$ cat config.mk
export PLATFORM = sky130hd
export DESIGN_NAME = dxt1_block_decoder_unit
export DESIGN_NICKNAME = d
export VERILOG_FILES = /design/src/hdl/dxt1_pkg.sv /design/src/hdl/dxt1_lane.sv /design/src/hdl/dxt1_palette.sv /design/src/hdl/dxt1_block_decoder_unit.sv
export SDC_FILE = /design/constraint.sdc
export NUM_CORES = 1
export LEC_CHECK = 0
export BUFFER_PORTS_ARGS = -buffer_cell sky130_fd_sc_hd__buf_2
export CORE_MARGIN = 2
export CORE_UTILIZATION = 30
export CTS_CLUSTER_DIAMETER = 80
export DETAILED_ROUTE_END_ITERATION = 8
export PLACE_DENSITY = 0.56
export SLEW_MARGIN = 20
export SYNTH_ARGS = -nofsm -noshare
export SYNTH_HDL_FRONTEND = slang
export SYNTH_HIERARCHICAL = 1
export SYNTH_SLANG_ARGS = --single-unit
$ cat constraint.sdc
create_clock -name i_clk -period 6.04 [get_ports i_clk]
set_input_delay 0 -clock i_clk [delete_from_list [all_inputs] [get_ports i_clk]]
set_output_delay 0 -clock i_clk [all_outputs]
set_load 0.02 [all_outputs]
$ cat src/hdl/dxt1_pkg.sv
package dxt1_pkg;

    // Configuration register indexes
    localparam logic CFG_IMAGE_WIDTH  = 1'b0;
    localparam logic CFG_IMAGE_HEIGHT = 1'b1;

    localparam int CFG_W     = 13;   // width of one configuration register
    localparam int CNT_W     = 10;   // block column / row counter width
    localparam int BLK_W     = 11;   // block count, holds up to 1024
    localparam int COORD_W   = 12;   // pixel coordinate width
    localparam int CHAN_W    = 8;    // one expanded color channel
    localparam int NUM_CHAN  = 3;    // red, green, blue lanes
    localparam int NUM_PIX   = 16;   // pixels per block

    localparam logic [BLK_W-1:0]  BLK_LIMIT   = 11'd1024;
    localparam logic [CFG_W-1:0]  DIM_RESET   = 13'd256;
    localparam logic [7:0]        ALPHA_OPAQUE = 8'hFF;
    // reciprocal of three scaled by 2^11, exact for sums up to 765
    localparam logic [9:0]        RECIP3      = 10'd683;

    typedef struct packed {
        logic [15:0] color0;
        logic [15:0] color1;
        logic [31:0] index_bits;
    } t_in_item;

    typedef struct packed {
        logic [31:0]        pixel_argb;
        logic [COORD_W-1:0] pixel_x;
        logic [COORD_W-1:0] pixel_y;
        logic               last_of_block;
        logic               last_of_image;
    } t_out_item;

    // per-lane end colors and the blend mode
    typedef struct packed {
        logic [CHAN_W-1:0] end0;
        logic [CHAN_W-1:0] end1;
        logic              opaque;
    } t_lane_in;

    typedef struct packed {
        logic [CHAN_W-1:0] mid2;
        logic [CHAN_W-1:0] mid3;
    } t_lane_out;

    typedef logic [3:0][31:0] t_palette;

endpackage

$ cat src/hdl/dxt1_lane.sv
// One color channel: derives palette entries two and three from the end colors.
module dxt1_lane
    import dxt1_pkg::*;
(
    input  t_lane_in  i_lane,
    output t_lane_out o_lane
);

    logic [9:0]  sum_a;      // 2*end0 + end1
    logic [9:0]  sum_b;      // end0 + 2*end1
    logic [19:0] prod_a;
    logic [19:0] prod_b;
    logic [8:0]  sum_avg;

    assign sum_a   = {1'b0, i_lane.end0, 1'b0} + {2'b00, i_lane.end1};
    assign sum_b   = {2'b00, i_lane.end0} + {1'b0, i_lane.end1, 1'b0};
    assign prod_a  = sum_a * RECIP3;
    assign prod_b  = sum_b * RECIP3;
    assign sum_avg = {1'b0, i_lane.end0} + {1'b0, i_lane.end1};

    always_comb begin
        if (i_lane.opaque) begin
            o_lane.mid2 = prod_a[18:11];
            o_lane.mid3 = prod_b[18:11];
        end else begin
            o_lane.mid2 = sum_avg[8:1];
            o_lane.mid3 = '0;
        end
    end

endmodule

$ cat src/hdl/dxt1_palette.sv
// Expands both 565 end colors, runs one lane per channel, merges into ARGB entries.
module dxt1_palette
    import dxt1_pkg::*;
(
    input  logic [15:0] i_color0,
    input  logic [15:0] i_color1,
    output t_palette    o_palette
);

    logic                                opaque;
    logic [NUM_CHAN-1:0][CHAN_W-1:0]     ch0;
    logic [NUM_CHAN-1:0][CHAN_W-1:0]     ch1;
    t_lane_out [NUM_CHAN-1:0]            lane_out;

    assign opaque = i_color0 > i_color1;

    // lane 2 = red, lane 1 = green, lane 0 = blue; plain shift, no replication
    assign ch0[2] = {i_color0[15:11], 3'b000};
    assign ch0[1] = {i_color0[10:5],  2'b00};
    assign ch0[0] = {i_color0[4:0],   3'b000};
    assign ch1[2] = {i_color1[15:11], 3'b000};
    assign ch1[1] = {i_color1[10:5],  2'b00};
    assign ch1[0] = {i_color1[4:0],   3'b000};

    for (genvar g = 0; g < NUM_CHAN; g++) begin : g_lane
        t_lane_in lane_in;
        assign lane_in.end0   = ch0[g];
        assign lane_in.end1   = ch1[g];
        assign lane_in.opaque = opaque;
        dxt1_lane u_lane (
            .i_lane (lane_in),
            .o_lane (lane_out[g])
        );
    end

    always_comb begin
        o_palette[0] = {ALPHA_OPAQUE, ch0[2], ch0[1], ch0[0]};
        o_palette[1] = {ALPHA_OPAQUE, ch1[2], ch1[1], ch1[0]};
        o_palette[2] = {ALPHA_OPAQUE, lane_out[2].mid2, lane_out[1].mid2, lane_out[0].mid2};
        if (opaque) begin
            o_palette[3] = {ALPHA_OPAQUE, lane_out[2].mid3, lane_out[1].mid3,
                            lane_out[0].mid3};
        end else begin
            o_palette[3] = '0;   // transparent black
        end
    end

endmodule

$ cat src/hdl/dxt1_block_decoder_unit.sv
// Channel | Dir | Payload    | Transfer when
// in      | in  | t_in_item  | i_in_valid  && !o_in_stall  (one 64-bit block)
// out     | out | t_out_item | o_out_valid && !i_out_stall (one pixel)
// cfg     | in  | 13-bit reg | i_cfg_we (index 0 width, 1 height)
//
// Each block yields 16 pixels, one per cycle while the output does not stall,
// set by the single output register that pixels leave through.
// A taken block is held first; its first pixel then loads the output register.
// The next block is taken in the cycle its predecessor's last pixel loads.
// Reset (i_rst_n low, synchronous): dimensions 256x256, counters zero, empty.
// Output stall holds the pixel register; input stalls once a block is held.
// With fewer than four rows or columns a block is taken and dropped.
module dxt1_block_decoder_unit
    import dxt1_pkg::*;
#(
    parameter int MAX_DIMENSION = 4096
) (
    input  logic             i_clk,
    input  logic             i_rst_n,
    // configuration
    input  logic             i_cfg_we,
    input  logic             i_cfg_index,
    input  logic [CFG_W-1:0] i_cfg_data,
    // block input
    input  logic             i_in_valid,
    output logic             o_in_stall,
    input  t_in_item         i_in_data,
    // pixel output
    output logic             o_out_valid,
    input  logic             i_out_stall,
    output t_out_item        o_out_data
);

    // configuration registers
    logic [CFG_W-1:0] r_width;
    logic [CFG_W-1:0] r_height;

    // raster position of the next block
    logic [CNT_W-1:0] r_col;
    logic [CNT_W-1:0] r_row;
    logic [CNT_W-1:0] n_col;
    logic [CNT_W-1:0] n_row;

    // held block: palette, remaining indices, base position
    logic             r_blk_valid;
    t_palette         r_pal;
    logic [31:0]      r_idx;
    logic [CNT_W-1:0] r_blk_col;
    logic [CNT_W-1:0] r_blk_row;
    logic             r_end_img;
    logic [3:0]       r_pix;

    // output register
    logic             r_out_valid;
    t_out_item        r_out;

    logic [CFG_W-1:0] w_clamp;
    logic [CFG_W-1:0] h_clamp;
    logic [BLK_W-1:0] cols;
    logic [BLK_W-1:0] rows;
    logic             dims_ok;
    logic             end_row;
    logic             end_img;
    logic             in_xfer;
    logic             blk_load;
    logic             out_load;
    logic             blk_done;
    t_palette         palette;

    // floor to whole blocks, clamp to MAX_DIMENSION and to the counter range
    assign w_clamp = ({{(32-CFG_W){1'b0}}, r_width} > 32'(MAX_DIMENSION))
                     ? CFG_W'(MAX_DIMENSION) : r_width;
    assign h_clamp = ({{(32-CFG_W){1'b0}}, r_height} > 32'(MAX_DIMENSION))
                     ? CFG_W'(MAX_DIMENSION) : r_height;
    assign cols = (w_clamp[CFG_W-1:2] > BLK_LIMIT) ? BLK_LIMIT : w_clamp[CFG_W-1:2];
    assign rows = (h_clamp[CFG_W-1:2] > BLK_LIMIT) ? BLK_LIMIT : h_clamp[CFG_W-1:2];
    assign dims_ok = (cols != '0) && (rows != '0);

    assign end_row = ({1'b0, r_col} + BLK_W'(1)) >= cols;
    assign end_img = end_row && (({1'b0, r_row} + BLK_W'(1)) >= rows);

    always_comb begin
        if (end_row) begin
            n_col = '0;
            n_row = end_img ? '0 : r_row + CNT_W'(1);
        end else begin
            n_col = r_col + CNT_W'(1);
            n_row = r_row;
        end
    end

    // handshake: a new block may land as the last pixel of the held one leaves
    assign out_load   = r_blk_valid && (!r_out_valid || !i_out_stall);
    assign blk_done   = out_load && (r_pix == 4'd15);
    assign o_in_stall = r_blk_valid && !blk_done;
    assign in_xfer    = i_in_valid && !o_in_stall;
    assign blk_load   = in_xfer && dims_ok;

    // three channel lanes plus merge
    dxt1_palette u_palette (
        .i_color0  (i_in_data.color0),
        .i_color1  (i_in_data.color1),
        .o_palette (palette)
    );

    always_ff @(posedge i_clk) begin
        if (!i_rst_n) begin
            r_width  <= DIM_RESET;
            r_height <= DIM_RESET;
        end else if (i_cfg_we) begin
            unique case (i_cfg_index)
                CFG_IMAGE_WIDTH:  r_width  <= i_cfg_data;
                CFG_IMAGE_HEIGHT: r_height <= i_cfg_data;
            endcase
        end
    end

    always_ff @(posedge i_clk) begin
        if (!i_rst_n) begin
            r_col <= '0;
            r_row <= '0;
        end else if (blk_load) begin
            r_col <= n_col;
            r_row <= n_row;
        end
    end

    // block holding stage
    always_ff @(posedge i_clk) begin
        if (!i_rst_n) begin
            r_blk_valid <= 1'b0;
            r_pix       <= '0;
        end else if (blk_load) begin
            r_blk_valid <= 1'b1;
            r_pix       <= '0;
        end else begin
            if (blk_done) begin
                r_blk_valid <= 1'b0;
            end
            if (out_load) begin
                r_pix <= r_pix + 4'd1;
            end
        end
    end

    always_ff @(posedge i_clk) begin
        if (blk_load) begin
            r_pal     <= palette;
            r_idx     <= i_in_data.index_bits;
            r_blk_col <= r_col;
            r_blk_row <= r_row;
            r_end_img <= end_img;
        end else if (out_load) begin
            r_idx <= {2'b00, r_idx[31:2]};   // next pixel's index to the bottom
        end
    end

    // pixel output register
    always_ff @(posedge i_clk) begin
        if (!i_rst_n) begin
            r_out_valid <= 1'b0;
        end else if (out_load) begin
            r_out_valid <= 1'b1;
        end else if (!i_out_stall) begin
            r_out_valid <= 1'b0;
        end
    end

    always_ff @(posedge i_clk) begin
        if (out_load) begin
            r_out.pixel_argb    <= r_pal[r_idx[1:0]];
            r_out.pixel_x       <= {r_blk_col, r_pix[1:0]};
            r_out.pixel_y       <= {r_blk_row, r_pix[3:2]};
            r_out.last_of_block <= (r_pix == 4'd15);
            r_out.last_of_image <= (r_pix == 4'd15) && r_end_img;
        end
    end

    assign o_out_valid = r_out_valid;
    assign o_out_data  = r_out;

    // a nonzero pixel count only exists inside a held block
    a_pix_in_block: assert property (@(posedge i_clk) disable iff (!i_rst_n)
        (r_pix != 4'd0) |-> r_blk_valid)
        else $error("pixel counter running without a held block");

    // a decodable block starts at pixel zero in the next cycle
    a_block_start: assert property (@(posedge i_clk) disable iff (!i_rst_n)
        blk_load |=> (r_blk_valid && (r_pix == 4'd0)))
        else $error("accepted block not loaded at pixel zero");

    // end of image is only flagged on a block's final pixel
    a_last_img: assert property (@(posedge i_clk) disable iff (!i_rst_n)
        (o_out_valid && o_out_data.last_of_image) |-> o_out_data.last_of_block)
        else $error("last_of_image without last_of_block");

endmodule
==> reports/metrics.yaml <==
run_status:
  outcome: "finished, final reports clean"
min_path:
  worst_hold_path_type: "input port to register"
  min_path_cells: 4
  hp-start: "i_cfg_we"
  min_to: "r_height[5]"
floorplan:
  num_rows: 106
  dieArea_mm2: 0.0860
  initial_core_util_pct: 30.1
  die_w_um: 293
  die_y_um: 293
  ios: 143
  placeableCoreArea_mm2: 0.0833
route:
  drtIter0Drc: 792
  drt_pre_antenna_iters: 5
  wl_per_cell_um: 14.8
  vias: 16600
  wl_um: 54900
  via_per_inst: 4.48
  drcViolationCount: 0
  antenna_left: 0
timing:
  report.final.slew_viol_count: 0
  tightest_slew_ns: 1.01
  finClkSkew_ns: 0.0118
  slew_headroom_pct: 32.6
  fin_crit_sh_pct: 95.4
  setup_viol: 0
  finalSetupTns_ns: 0
  hold_viol: 0
  fmax_ghz: 0.174
  whs_ns: 0.0523
  period_minus_slack_ns: 5.76
  rsz0062_at_grt: "no"
worst_setup_path:
  crit_path_start_kind: "input port"
  cp_slowest_cell: "dlygate4sd3_1"
  crit_required_ns: 6.35
  rr_worst_depth: 12
  cp.arrival_ns: 6.07
  crit_path_frequent_cell: "inv_1"
  r2r-start: "r_width[8]"
  slowest_delay_ns: 0.53
  crit_fanout: 5
  timing.rr.end: "r_row[4]"
  rrSetupSlack_ns: 2.52
  worst_setup_path_end_kind: "register"
  critPathKind: "input port to register"
global_route:
  grt_pass1_wl_um: 88800
  grt-ovfl-total: 0
  grt_usage_pct: 12.9
  grt_max_degree: 129
  first_global_vias: 16800
  grt_antenna_before_repair: 0
logic_synthesis:
  synth_seq_cells: 289
  synthTopCellsByArea: "edfxtp_1 (29%), ha_1 (22%), fa_1 (10%)"
  ys_seq_area_share_pct: 32.6
  synth_area_mm2: 0.0251
  syn_inst: 2301
  synth.largest_area_cell: "edfxtp_1"
  synth_mux_area_share_pct: 3.28
  synth_top_area_share_pct: 28.6
  synthXorXnorAreaFrac_pct: 5.15
  synth_top_family_by_area: "adder cells"
  synth-edff-count: 239
  yosys.area_share.adder_pct: 32.3
  synth-main-ff-cell: "edfxtp_1"
  synth-compound-area-share_pct: 9.44
  synth_cell_types: 93
  synthSimpleGateAreaFrac_pct: 9.91
  yosysWarnings: 6
  synth.avg_cell_area_um2: 10.9
  synth-async-reset-ratio_pct: 0
finish:
  layout-drive-gt1-share_pct: 11.8
  utilization_pct: 35.0
  layout.nets: 3250
  area_growth_syn_to_layout_pct: 16.2
  fillerInstances: 8330
clock_tree:
  cts_max_level: 2
  clockBufferDepth: 3
  cts_sinks: 289
  clock_latency_ns: 0.54
  cts_tree: "yes"
  cts_made_buffers: 36
  cts.clk_slew.worst_paths_ns: 0.06
  root_buffer: "clkbuf_16"
  cts_setup_buffers: 0
placement:
  gp_congestion: 0.808
  portBuffers: 142
  place_hpwl_um: 42800
pwr:
  power.density_mw_per_mm2: 550
  total_leakage_power_nw: 13.7
  peakVddDrop_mv: 0.381
run:
  maxCapViolations: 0
-- repair_timing --
item,4_1_cts,5_1_grt
resized for setup,0,2
hold endpoints to repair,111,0
setup endpoints to repair,0,3
hold buffers,84,0
-- cell type report --
class,instances,area (um2),share of cell area [%]
antenna,1,2.50,0.00858
clock buffer,39,922,3.16
clock inverter,27,337,1.15
inverter,285,1080,3.69
multi-input combinational,1733,15600,53.3
sequential,289,8180,28.0
tap,1080,1350,4.63
timing repair buffer,250,1740,5.98
-- cells in the mapped netlist (9+ instances only) --
| cell type | n |
|---|---|
| ha_1 | 446 |
| inv_1 | 281 |
| edfxtp_1 | 239 |
| nand2_1 | 216 |
| fa_1 | 126 |
| a21oi_1 | 100 |
| nor2_1 | 90 |
| xnor2_1 | 90 |
| buf_4 | 84 |
| a21o_1 | 55 |
| xor2_1 | 52 |
| dfxtp_1 | 50 |
| and2_1 | 49 |
| o21ai_0 | 43 |
| mux4_2 | 32 |
| nand3_1 | 28 |
| o21a_1 | 22 |
| nor2b_1 | 20 |
| nand2b_1 | 19 |
| and3_1 | 17 |
| clkbuf_1 | 17 |
| nor3_1 | 17 |
| a31oi_1 | 14 |
| nand4_1 | 12 |
| a211oi_1 | 10 |
| a21boi_0 | 9 |
| buf_2 | 9 |
-- registers in the layout, indices dropped and copies added (netlist names), 10 cells and up --
name	flops
r_blk_row	10
r_pal	128
o_out_data	58
r_col	10
r_blk_col	10
r_width	13
r_idx	32
r_row	10
r_height	11
-- per-layer routing --
layer / routed length, um / part of all wire [%] / global-route usage (%) / vias up
met5: 0 / 0 / 0 / -
met4: 786 / 1.4 / 2.66 / 0
met3: 1860 / 3.4 / 1.71 / 53
met2: 25300 / 46 / 21.3 / 217
met1: 26900 / 49 / 18.0 / 7854
li1: - / - / - / 8455
-- critical path: cells and delay by family --
kind / cells / cell delay (ns)
simple gates: 3 / 0.42
buf+inv: 7 / 1.03
mux: 1 / 0.10
fa+ha+maj: 7 / 2.81
compound gates: 6 / 1.40
xor+xnor: 1 / 0.29
-- cells in the final DEF, fill, tap and decap left out, drive strengths merged, types with 22 or more instances in the layout --
master,n
buf,166
mux4,32
edfxtp,239
dfxtp,50
inv,287
ha,446
nand2,218
clkbuf,39
a21oi,102
o21ai,49
fa,126
dlygate4sd3,84
and2,50
a21o,57
xor2,52
o21a,22
nand3,31
xnor2,93
nor2,90
conb,122
-- per-stage QoR --
step | worst slack [ns] | std cells | cell area, um2 | total power, W
after floorplan | 0.680 | 2421 | 25500 | 0.0113
after global placement | 0.282 | 3553 | 27100 | 0.0137
after detailed placement | 0.193 | 3553 | 27100 | 0.0138
after CTS | 0.229 | 3703 | 29200 | 0.0163
after global routing | 0.0175 | 3703 | 29200 | 0.0180
final | 0.277 | 3704 | 29200 | 0.0160
-- logic make-up (layout without fill, tap and decap cells) --
kind of cell | count (synthesis) | after routing
other | 2 | 123
AOI/OAI and AO/OA | 336 | 336
xor gates and xnor gates | 145 | 145
DFF | 289 | 289
adders and majority gates | 572 | 572
and+or+nand+nor | 516 | 516
buffers and inverters | 399 | 601
muxes | 42 | 42
-- report_power, final --
| part | switching [W] | total (W) | internal [W] |
|---|---|---|---|
| Clock | 0.000923 | 0.00227 | 0.00135 |
| Combinational | 0.00608 | 0.0110 | 0.00493 |
| Sequential | 0.000108 | 0.00275 | 0.00264 |
-- worst max path at each step --
stage	start	to	slack, ns
3_3_place_gp	i_in_data[33]	r_pal[102]	0.28
2_1_floorplan	i_in_data[32]	r_pal[101]	0.68
4_1_cts	i_in_data[54]	r_pal[110]	0.23
3_5_place_dp	i_in_data[54]	r_pal[110]	0.19
6_report	i_in_data[33]	r_pal[101]	0.28
5_1_grt	i_in_data[54]	r_pal[111]	0.02
(Power assumes the default switching activity.)
